$ cat config.mk
export PLATFORM = sky130hd
export DESIGN_NAME = canopen_lss_slave_responder_unit
export DESIGN_NICKNAME = d
export VERILOG_FILES = /design/src/hw/rtl/lss_resp_pkg.sv /design/src/hw/rtl/lss_resp_match.sv /design/src/hw/rtl/lss_resp_step.sv /design/src/hw/rtl/canopen_lss_slave_responder_unit.sv
export VERILOG_INCLUDE_DIRS = /design/src /design/src/hw/rtl
export SDC_FILE = /design/constraint.sdc
export NUM_CORES = 1
export LEC_CHECK = 0
export ABC_AREA = 1
export BUFFER_PORTS_ARGS = -buffer_cell sky130_fd_sc_hd__buf_2
export CORE_MARGIN = 3
export CORE_UTILIZATION = 45
export CTS_CLUSTER_DIAMETER = 30
export CTS_CLUSTER_SIZE = 10
export DETAILED_ROUTE_END_ITERATION = 16
export GPL_TIMING_DRIVEN = 0
export PLACE_DENSITY = 0.7
export SYNTH_ARGS = -nofsm -noshare
export SYNTH_HDL_FRONTEND = slang
export SYNTH_SLANG_ARGS = --single-unit
$ cat constraint.sdc
create_clock -name clk -period 3.8 [get_ports clk]
set_input_delay 0.57 -clock clk [delete_from_list [all_inputs] [get_ports clk]]
set_output_delay 0.57 -clock clk [all_outputs]
set_load 0.005 [all_outputs]
$ cat src/hw/rtl/canopen_lss_slave_responder_unit_assert.svh
// ---------------------------------------------------------------------------
// LSS responder assertion macros
// Shared concurrent assertion forms for the LSS responder RTL.
// ---------------------------------------------------------------------------
`ifndef CANOPEN_LSS_SLAVE_RESPONDER_UNIT_ASSERT_SVH
`define CANOPEN_LSS_SLAVE_RESPONDER_UNIT_ASSERT_SVH

// Same-cycle implication, sampled on clk, off while rst_n is low.
`define LSS_ASSERT_IMPL(label, ante, cons) \
  label: assert property (@(posedge clk) disable iff (!rst_n) (ante) |-> (cons)) \
    else $error("LSS responder check failed");

// Next-cycle implication, sampled on clk, off while rst_n is low.
`define LSS_ASSERT_NEXT(label, ante, cons) \
  label: assert property (@(posedge clk) disable iff (!rst_n) (ante) |=> (cons)) \
    else $error("LSS responder check failed");

`endif

$ cat src/hw/rtl/lss_resp_pkg.sv
// ---------------------------------------------------------------------------
// LSS responder package
// Types, command codes and helper functions shared by the LSS responder.
// ---------------------------------------------------------------------------
package lss_resp_pkg;

  localparam logic [10:0] LSS_RX_ID      = 11'h7E5;
  localparam logic [3:0]  LSS_FRAME_LEN  = 4'd8;
  localparam logic [7:0]  NODE_UNCONF    = 8'hFF;
  localparam logic [7:0]  NODE_ID_LIMIT  = 8'h80;
  localparam logic [3:0]  RESET_BITRATE  = 4'd2;
  localparam logic [7:0]  MAX_BITRATE    = 8'd8;
  localparam logic [7:0]  RSVD_BITRATE   = 8'd5;
  localparam logic [5:0]  MATCH_ALL      = 6'h3F;
  localparam int          CFG_ADDR_W     = 3;

  // Configuration register indexes.
  localparam logic [CFG_ADDR_W-1:0] REG_VENDOR   = 3'd0;
  localparam logic [CFG_ADDR_W-1:0] REG_PRODUCT  = 3'd1;
  localparam logic [CFG_ADDR_W-1:0] REG_REVISION = 3'd2;
  localparam logic [CFG_ADDR_W-1:0] REG_SERIAL   = 3'd3;

  // Command specifiers.
  localparam logic [7:0] CMD_SWITCH_GLOBAL = 8'h04;
  localparam logic [7:0] CMD_CFG_NODE      = 8'h11;
  localparam logic [7:0] CMD_CFG_BIT       = 8'h13;
  localparam logic [7:0] CMD_ACTIVATE      = 8'h15;
  localparam logic [7:0] CMD_STORE         = 8'h17;
  localparam logic [7:0] CMD_SEL_VENDOR    = 8'h40;
  localparam logic [7:0] CMD_SEL_PRODUCT   = 8'h41;
  localparam logic [7:0] CMD_SEL_REVISION  = 8'h42;
  localparam logic [7:0] CMD_SEL_SERIAL    = 8'h43;
  localparam logic [7:0] CMD_SEL_REPLY     = 8'h44;
  localparam logic [7:0] CMD_IDR_VENDOR    = 8'h46;
  localparam logic [7:0] CMD_IDR_PRODUCT   = 8'h47;
  localparam logic [7:0] CMD_IDR_REV_LO    = 8'h48;
  localparam logic [7:0] CMD_IDR_REV_HI    = 8'h49;
  localparam logic [7:0] CMD_IDR_SER_LO    = 8'h4A;
  localparam logic [7:0] CMD_IDR_SER_HI    = 8'h4B;
  localparam logic [7:0] CMD_IDR_NONCFG    = 8'h4C;
  localparam logic [7:0] CMD_IDR_REPLY     = 8'h4F;
  localparam logic [7:0] CMD_NONCFG_REPLY  = 8'h50;
  localparam logic [7:0] CMD_INQ_VENDOR    = 8'h5A;
  localparam logic [7:0] CMD_INQ_PRODUCT   = 8'h5B;
  localparam logic [7:0] CMD_INQ_REVISION  = 8'h5C;
  localparam logic [7:0] CMD_INQ_SERIAL    = 8'h5D;
  localparam logic [7:0] CMD_INQ_NODE      = 8'h5E;

  // Identity match kinds, in chain order.
  localparam logic [2:0] KIND_VENDOR  = 3'd0;
  localparam logic [2:0] KIND_PRODUCT = 3'd1;
  localparam logic [2:0] KIND_REV_LO  = 3'd2;
  localparam logic [2:0] KIND_REV_HI  = 3'd3;
  localparam logic [2:0] KIND_SER_LO  = 3'd4;
  localparam logic [2:0] KIND_SER_HI  = 3'd5;

  typedef struct packed {
    logic        nmt_in_init;
    logic [31:0] payload;
    logic [7:0]  command_byte;
    logic [3:0]  frame_length;
    logic [10:0] frame_id;
  } item_t;

  typedef struct packed {
    logic        config_mode;
    logic        store_request;
    logic [15:0] activate_delay_ms;
    logic        activate_request;
    logic [3:0]  bitrate_index;
    logic [7:0]  pending_node_id;
    logic [7:0]  active_node_id;
    logic        init_done;
    logic [31:0] reply_data;
    logic [7:0]  reply_command;
    logic        reply_valid;
    logic        frame_accepted;
  } result_t;

  typedef struct packed {
    logic        mode;
    logic [5:0]  match;
    logic [7:0]  pending_node;
    logic [3:0]  pending_bitrate;
    logic [7:0]  active_node;
  } state_t;

  typedef struct packed {
    logic [31:0] vendor_id;
    logic [31:0] product_code;
    logic [31:0] revision_number;
    logic [31:0] serial_number;
  } ident_t;

  localparam state_t STATE_RESET = '{
    mode:            1'b0,
    match:           6'd0,
    pending_node:    NODE_UNCONF,
    pending_bitrate: RESET_BITRATE,
    active_node:     NODE_UNCONF
  };

  // One step of the identity match chain. A step only counts when all
  // earlier bits are already set; a miss clears the whole chain.
  function automatic logic [5:0] match_step(input logic [5:0] prog,
                                            input logic [2:0] kind,
                                            input logic [5:0] hits);
    logic [5:0] bit_k;
    logic [5:0] need;
    bit_k = 6'd1 << kind;
    need  = bit_k - 6'd1;
    if ((prog & need) != need) begin
      match_step = prog;
    end else if ((hits & bit_k) != 6'd0) begin
      match_step = (prog | bit_k) & MATCH_ALL;
    end else begin
      match_step = 6'd0;
    end
  endfunction

endpackage

$ cat src/hw/rtl/lss_resp_match.sv
// ---------------------------------------------------------------------------
// LSS responder identity match
// Compares the payload with the identity and advances the match chain.
// ---------------------------------------------------------------------------
module lss_resp_match
  import lss_resp_pkg::*;
(
  input  logic [7:0]  cmd,
  input  logic [31:0] pay,
  input  ident_t      ident,
  input  logic [5:0]  prog,
  output logic [5:0]  prog_nxt
);

  logic [5:0] hits;

  assign hits[0] = ident.vendor_id == pay;
  assign hits[1] = ident.product_code == pay;
  assign hits[2] = ident.revision_number >= pay;
  assign hits[3] = ident.revision_number <= pay;
  assign hits[4] = ident.serial_number >= pay;
  assign hits[5] = ident.serial_number <= pay;

  // Range commands of the selective switch take the low and the high bound
  // in one word, the second step seeing the first step's result.
  always_comb begin
    case (cmd)
      CMD_SEL_VENDOR:   prog_nxt = match_step(prog, KIND_VENDOR, hits);
      CMD_SEL_PRODUCT:  prog_nxt = match_step(prog, KIND_PRODUCT, hits);
      CMD_SEL_REVISION: prog_nxt = match_step(match_step(prog, KIND_REV_LO, hits),
                                              KIND_REV_HI, hits);
      CMD_SEL_SERIAL:   prog_nxt = match_step(match_step(prog, KIND_SER_LO, hits),
                                              KIND_SER_HI, hits);
      CMD_IDR_VENDOR:   prog_nxt = match_step(prog, KIND_VENDOR, hits);
      CMD_IDR_PRODUCT:  prog_nxt = match_step(prog, KIND_PRODUCT, hits);
      CMD_IDR_REV_LO:   prog_nxt = match_step(prog, KIND_REV_LO, hits);
      CMD_IDR_REV_HI:   prog_nxt = match_step(prog, KIND_REV_HI, hits);
      CMD_IDR_SER_LO:   prog_nxt = match_step(prog, KIND_SER_LO, hits);
      CMD_IDR_SER_HI:   prog_nxt = match_step(prog, KIND_SER_HI, hits);
      default:          prog_nxt = prog;
    endcase
  end

endmodule

$ cat src/hw/rtl/lss_resp_step.sv
// ---------------------------------------------------------------------------
// LSS responder command step
// Decodes one received frame against the current state and forms the reply
// and the next state.
// ---------------------------------------------------------------------------
module lss_resp_step
  import lss_resp_pkg::*;
(
  input  item_t   item,
  input  state_t  st,
  input  ident_t  ident,
  output state_t  st_nxt,
  output result_t res
);

  logic [7:0] b1;
  logic [7:0] b2;
  logic       acc;
  logic [5:0] prog_nxt;

  assign b1  = item.payload[7:0];
  assign b2  = item.payload[15:8];
  assign acc = (item.frame_id == LSS_RX_ID) && (item.frame_length == LSS_FRAME_LEN);

  lss_resp_match u_match (
    .cmd      (item.command_byte),
    .pay      (item.payload),
    .ident    (ident),
    .prog     (st.match),
    .prog_nxt (prog_nxt)
  );

  always_comb begin
    st_nxt = st;
    res    = '0;
    res.frame_accepted = acc;
    if (acc) begin
      case (item.command_byte)
        CMD_SWITCH_GLOBAL: begin
          if (b1 <= 8'd1) begin
            st_nxt.mode = b1[0];
            // Leaving configuration during NMT init commits the new node id.
            if (st.mode && !b1[0] && item.nmt_in_init && st.pending_node != NODE_UNCONF) begin
              st_nxt.active_node = st.pending_node;
              res.init_done      = 1'b1;
            end
          end
        end
        CMD_CFG_NODE: begin
          if (st.mode) begin
            if ((b1 != 8'd0 && b1 < NODE_ID_LIMIT) || b1 == NODE_UNCONF) begin
              st_nxt.pending_node = b1;
            end else begin
              res.reply_data = 32'd1;
            end
            res.reply_valid   = 1'b1;
            res.reply_command = CMD_CFG_NODE;
          end
        end
        CMD_CFG_BIT: begin
          if (st.mode) begin
            if (b1 == 8'd0 && b2 <= MAX_BITRATE && b2 != RSVD_BITRATE) begin
              st_nxt.pending_bitrate = b2[3:0];
            end else begin
              res.reply_data = 32'd1;
            end
            res.reply_valid   = 1'b1;
            res.reply_command = CMD_CFG_BIT;
          end
        end
        CMD_ACTIVATE: begin
          if (st.mode) begin
            res.activate_request  = 1'b1;
            res.activate_delay_ms = item.payload[15:0];
          end
        end
        CMD_STORE: begin
          if (st.mode) begin
            res.store_request = 1'b1;
          end
        end
        CMD_SEL_VENDOR, CMD_SEL_PRODUCT, CMD_SEL_REVISION, CMD_SEL_SERIAL: begin
          st_nxt.match = prog_nxt;
          if (prog_nxt == MATCH_ALL) begin
            st_nxt.match      = 6'd0;
            st_nxt.mode       = 1'b1;
            res.reply_valid   = 1'b1;
            res.reply_command = CMD_SEL_REPLY;
          end
        end
        CMD_IDR_VENDOR, CMD_IDR_PRODUCT, CMD_IDR_REV_LO, CMD_IDR_REV_HI,
        CMD_IDR_SER_LO, CMD_IDR_SER_HI: begin
          st_nxt.match = prog_nxt;
          if (prog_nxt == MATCH_ALL) begin
            st_nxt.match      = 6'd0;
            res.reply_valid   = 1'b1;
            res.reply_command = CMD_IDR_REPLY;
          end
        end
        CMD_IDR_NONCFG: begin
          if (st.mode && item.nmt_in_init) begin
            res.reply_valid   = 1'b1;
            res.reply_command = CMD_NONCFG_REPLY;
          end
        end
        CMD_INQ_VENDOR, CMD_INQ_PRODUCT, CMD_INQ_REVISION, CMD_INQ_SERIAL,
        CMD_INQ_NODE: begin
          if (st.mode) begin
            res.reply_valid   = 1'b1;
            res.reply_command = item.command_byte;
            case (item.command_byte)
              CMD_INQ_VENDOR:   res.reply_data = ident.vendor_id;
              CMD_INQ_PRODUCT:  res.reply_data = ident.product_code;
              CMD_INQ_REVISION: res.reply_data = ident.revision_number;
              CMD_INQ_SERIAL:   res.reply_data = ident.serial_number;
              default:          res.reply_data = {24'd0, st.active_node};
            endcase
          end
        end
        default: begin
        end
      endcase
    end
    res.active_node_id  = st_nxt.active_node;
    res.pending_node_id = st_nxt.pending_node;
    res.bitrate_index   = st_nxt.pending_bitrate;
    res.config_mode     = st_nxt.mode;
  end

endmodule

$ cat src/hw/rtl/canopen_lss_slave_responder_unit.sv
// ---------------------------------------------------------------------------
// CANopen LSS slave responder
// Every received frame word gives exactly one result word, one per cycle at
// full rate while the output is not stalled. A word is held in the input
// register, is decoded there in a single pass, and the result plus the
// updated LSS state are written together into the output register, so a
// new word may enter while the last one is decoded. The input register
// takes a new word whenever it is empty or the output register is free or
// being drained. Writes to other config addresses are ignored; reset always
// brings the active node id to 255 and the pending bit-timing index to 2.
// ---------------------------------------------------------------------------
`include "canopen_lss_slave_responder_unit_assert.svh"

module canopen_lss_slave_responder_unit
  import lss_resp_pkg::*;
(
  input  logic                  clk,
  input  logic                  rst_n,
  // Configuration write port.
  input  logic                  cfg_we,
  input  logic [CFG_ADDR_W-1:0] cfg_addr,
  input  logic [31:0]           cfg_wdata,
  // Received frames.
  input  logic                  in_tvalid,
  output logic                  in_tready,
  // From bit 0: frame_id, frame_length, command_byte, payload, nmt_in_init.
  input  logic [55:0]           in_tdata,
  // Results.
  output logic                  out_tvalid,
  input  logic                  out_tready,
  // From bit 0: frame_accepted, reply_valid, reply_command, reply_data,
  // init_done, active_node_id, pending_node_id, bitrate_index,
  // activate_request, activate_delay_ms, store_request, config_mode, zeros.
  output logic [87:0]           out_tdata
);

  ident_t  ident_r;
  state_t  state_r;
  state_t  state_nxt;
  item_t   item_r;
  logic    item_vld_r;
  result_t res_nxt;
  result_t res_r;
  logic    res_vld_r;
  logic    advance;

  assign advance   = item_vld_r && (!res_vld_r || out_tready);
  assign in_tready = !item_vld_r || advance;

  always_ff @(posedge clk) begin
    if (!rst_n) begin
      ident_r <= '0;
    end else if (cfg_we) begin
      case (cfg_addr)
        REG_VENDOR:   ident_r.vendor_id       <= cfg_wdata;
        REG_PRODUCT:  ident_r.product_code    <= cfg_wdata;
        REG_REVISION: ident_r.revision_number <= cfg_wdata;
        REG_SERIAL:   ident_r.serial_number   <= cfg_wdata;
        default: begin
        end
      endcase
    end
  end

  always_ff @(posedge clk) begin
    if (!rst_n) begin
      item_vld_r <= 1'b0;
    end else if (in_tready) begin
      item_vld_r <= in_tvalid;
    end
  end

  always_ff @(posedge clk) begin
    if (in_tready && in_tvalid) begin
      item_r <= item_t'(in_tdata);
    end
  end

  lss_resp_step u_step (
    .item   (item_r),
    .st     (state_r),
    .ident  (ident_r),
    .st_nxt (state_nxt),
    .res    (res_nxt)
  );

  // State moves only when the word's result is committed to the output.
  always_ff @(posedge clk) begin
    if (!rst_n) begin
      state_r   <= STATE_RESET;
      res_vld_r <= 1'b0;
    end else begin
      if (advance) begin
        state_r   <= state_nxt;
        res_vld_r <= 1'b1;
      end else if (out_tready) begin
        res_vld_r <= 1'b0;
      end
    end
  end

  always_ff @(posedge clk) begin
    if (advance) begin
      res_r <= res_nxt;
    end
  end

  assign out_tvalid = res_vld_r;
  assign out_tdata  = {6'd0, res_r};

  `LSS_ASSERT_IMPL(a_reply_needs_accept, res_vld_r && res_r.reply_valid, res_r.frame_accepted)
  `LSS_ASSERT_IMPL(a_init_done_commit, res_vld_r && res_r.init_done,
                   !res_r.config_mode && res_r.active_node_id == res_r.pending_node_id)
  `LSS_ASSERT_IMPL(a_match_contiguous, 1'b1, (state_r.match & (state_r.match + 6'd1)) == 6'd0)
  `LSS_ASSERT_NEXT(a_reject_keeps_state, advance && !res_nxt.frame_accepted,
                   state_r == $past(state_r))

endmodule

==> impl_summary.log <==
INFO  metric status = completed
INFO  metric detailed_route_via_count = 13667
INFO  metric min_period = 3500 ps
INFO  metric r2r.worst_path.cells = 10
INFO  metric worst_hold_path_type = input port to flip-flop
INFO  metric area_growth = 27.1%
INFO  metric synth_warnings = 0
INFO  metric ys_top_cells_by_area = edfxtp_1 28%, dfxtp_1 21%, a21oi_1 7.3%, nand2_1 7.3%, inv_1 5.5%
INFO  metric synth_top_area_cell = edfxtp_1
INFO  metric setup-violations-final = 0
INFO  metric cp_top_family = buffers and inverters
INFO  metric synth.top_cells.by_count = 283 x nand2_1, 214 x inv_1, 213 x a21oi_1, 188 x nor2_1, 157 x dfxtp_1
INFO  metric rsz0062_at_grt = false
INFO  metric placement_rows = 65
INFO  metric hold_path_depth = 1
INFO  metric critical_path.endpoint_type = flip-flop
INFO  metric proportion_of_synthesized_chip_area_in_sequential_cells = 49.8%
INFO  metric grt_pass1_wl = 73000 µm
INFO  metric cts_tree = built
INFO  metric detail_route.wirelength.met1 = 19900 µm
INFO  metric first_global_vias = 13296
INFO  metric crit_path_end = out_tdata[40]$_SDFFCE_PN0P_
INFO  metric design.portCount = 186
INFO  metric timing.critical_path.fanout_max = 10
INFO  metric postSynth.asyncResetShare = 0%
INFO  metric cts_max_path_buffers = 3
INFO  metric ant_nets = 0
INFO  metric synth_largest_type_area_fraction = 28.3%
INFO  metric routed_wirelength = 47300 µm
INFO  metric final-max-slew-violation-count = 0
INFO  metric timing.max_slew.rel_slack = 38.4%
INFO  metric setup.worst_path.start_class = flip-flop
INFO  metric synth_area = 0.0146 mm²
INFO  metric layout.cell_area.non_filler = 0.0186 mm²
INFO  metric clkSlewWorstSetupHoldPaths = 50 ps
INFO  metric gr-total-overflow = 0
INFO  metric finalCoreUtilization = 58.5%
INFO  metric leakage = 7.76 nW
INFO  metric grt_start_max_net_pins = 72
INFO  metric globalRouteTotalUtil = 26.6%
INFO  metric maximum_achievable_frequency = 0.285 GHz
INFO  metric rr_endpoint = out_tdata[40]$_SDFFCE_PN0P_
INFO  metric critical_path.max_stage_delay = 740 ps
INFO  metric placedInstanceArea = 0.0161 mm²
INFO  metric critical_path.cell_chain = nor2_1, inv_1, nor2_1, inv_1, nor2_4, nor4_4, inv_1, nand2_1, clkbuf_1, a21oi_1
INFO  metric core_area = 0.0318 mm²
INFO  metric setup.worst_path.class = flip-flop to flip-flop
INFO  metric critical_path.most_common_cell = inv_1
INFO  metric start_util = 46.0%
INFO  metric clock_sink_count = 295
INFO  metric met3_wl_post_dr = 4070 µm
INFO  metric synth.avg_cell_area = 8.35 µm²
INFO  metric final_weighted_congestion_in_routability_driven_placement = 0.959
INFO  metric synth_edf_count = 138
INFO  metric tightestPinTransition = 924 ps
INFO  metric wl_per_cell = 18.9 µm
INFO  metric crit_path_start = item_r[16]$_DFFE_PP_
INFO  metric cell_with_the_most_instances_after_synthesis = nand2_1
INFO  metric ys_types = 53
INFO  metric post-route-drc-count = 0
INFO  metric nets_finish = 2169
INFO  metric arrival = 3740 ps
INFO  metric die_x = 186 µm
INFO  metric worst-r2r-setup-slack = 300 ps
INFO  metric die_extent_in_y = 186 µm
INFO  metric clock_insertion_delay_worst_skew = 570 ps
INFO  metric drive_gt1_share = 17.6%
INFO  metric detailed_place_hpwl = 34500 µm
INFO  metric crit_required = 4030 ps
INFO  metric p_per_area = 557 mW/mm²
INFO  metric power.ir.vdd_worst = 0.000385 V
INFO  metric hold_viol = 0
INFO  metric cts-buffers-inserted = 69
INFO  metric route.detailed.vias_per_inst = 5.46
INFO  metric worst-path-stages = 10
INFO  metric critical_path.n_buffers_inverters = 4
INFO  metric port_buffers = 178
INFO  metric clk_root_buffer_cell = clkbuf_16
INFO  metric ys_ff_latch = 295
INFO  metric finClkSkew = 29.9 ps
INFO  metric period_utilization = 92.2%
INFO  metric ys.flop_type = dfxtp_1
INFO  metric postSynthCellCount = 1751
INFO  metric routed-wl-met2 = 21500 µm
INFO  metric die_area = 0.0347 mm²
INFO  metric drt_first_iter_violations = 1420
INFO  metric highest_delay_cell_along_the_critical_path = clkbuf_1
INFO  metric drt_first_pass_iters = 6
INFO  metric top_signal_layer_used = met5
INFO  metric cts_hold_buffers = 0
INFO  metric max_cap_violations = 0
INFO  metric antenna_found_initial = 5
INFO  metric maximum_level_of_the_cts_h_tree = 3
INFO  metric worst_flop_to_flop_path_startpoint = item_r[16]$_DFFE_PP_
==> power by group <==
| group | total, W | leakage, nW | internal (W) | switching (W) |
|---|---|---|---|---|
| combinational | 0.000635 | 3.96 | 0.000217 | 0.000418 |
| sequential | 0.00357 | 2.62 | 0.00347 | 0.0000951 |
| clock | 0.00616 | 1.18 | 0.00427 | 0.00190 |
| total | 0.0104 | 7.76 | 0.00796 | 0.00241 |
==> cell type report <==
| cell class | instances | area, µm² |
|---|---|---|
| fillers | 2781 | 13200 |
| repair buffers | 180 | 938 |
| flip-flops and latches | 295 | 7290 |
| multi-input cells | 1160 | 6210 |
| clock inverters | 35 | 503 |
| diodes | 3 | 7.51 |
| well taps | 435 | 544 |
| plain buffers | 65 | 275 |
| clock buffers | 91 | 1930 |
| inverters | 238 | 893 |
==> per-stage QoR <==
step / total power (W) / std cells / hold slack [ps] / setup TNS [ps] / setup slack [ps]
2_1_floorplan: 0.00397 / 1758 / 441 / 0 / 47.9
3_3_place_gp: 0.00422 / 2371 / 452 / -132790 / -1480
3_5_place_dp: 0.00424 / 2373 / 458 / 0 / 276
4_1_cts: 0.0104 / 2499 / 161 / 0 / 209
5_1_grt: 0.0107 / 2502 / 169 / 0 / 33.0
6_report: 0.0104 / 2502 / 181 / 0 / 296
==> worst min-delay path by stage <==
stage,endpoint,startpoint,slack [ps]
finish,item_r[42]$_DFFE_PP_,in_tdata[42],180
global route,item_r[2]$_DFFE_PP_,in_tdata[2],170
CTS,item_r[42]$_DFFE_PP_,in_tdata[42],160
detailed placement,ident_r[10]$_SDFFE_PN0P_,ident_r[10]$_SDFFE_PN0P_,460
global placement,ident_r[16]$_SDFFE_PN0P_,ident_r[16]$_SDFFE_PN0P_,450
floorplan,ident_r[29]$_SDFFE_PN0P_,ident_r[29]$_SDFFE_PN0P_,440
==> state kept, by name, summed over array words and instances, names as in the netlist <==
register and flops:
item_r 56, out_tdata 82, state_r 27, ident_r 128
item_vld_r 1, out_tvalid 1
==> timing repair <==
| item | 4_1_cts | 5_1_grt |
|---|---|---|
| gates resized for setup | 0 | 2 |
| endpoints found under the setup margin | 0 | 4 |
| setup buffers | 0 | 0 |
==> worst reg2reg max path: cells and delay by family, from the launching register on <==
family | cells | cell delay, ps
buffers and inverters | 4 | 1290
AO/OA/AOI/OAI | 1 | 200
flip-flops | 1 | 450
AND/OR/NAND/NOR | 5 | 1240
==> per-layer routing <==
metal / track usage [%] / vias to the layer above
met5: 0 / -
met4: 11.1 / 4
met3: 4.75 / 138
met2: 43.1 / 687
met1: 35.2 / 6378
li1: - / 6460
==> logic make-up (layout without fill, tap and decap cells) <==
| family | after synthesis | count (layout) | synth area share, % |
|---|---|---|---|
| AND/OR/NAND/NOR | 621 | 621 | 19.0 |
| adder cells (fa/ha/maj) | 64 | 64 | 5.47 |
| XOR/XNOR | 22 | 22 | 1.32 |
| multiplexers | 3 | 3 | 0.205 |
| other | 1 | 11 | 0.0256 |
| buffers and inverters | 303 | 609 | 7.96 |
| AO/OA/AOI/OAI | 442 | 442 | 16.2 |
| flip-flops | 295 | 295 | 49.8 |
==> layout by cell type, fill, tap and decap left out, types with 12 or more instances in the layout <==
cell type,instances
a21oi_1,213
buf_2,179
clkbuf_1,67
clkbuf_16,73
dfxtp_1,157
edfxtp_1,138
ha_1,64
inv_1,213
inv_2,19
nand2_1,283
nand3_1,46
nand4_1,40
nor2_1,188
o211ai_1,19
o21ai_0,144
o22ai_1,37
xor2_1,12
(Power assumes the default switching activity.)
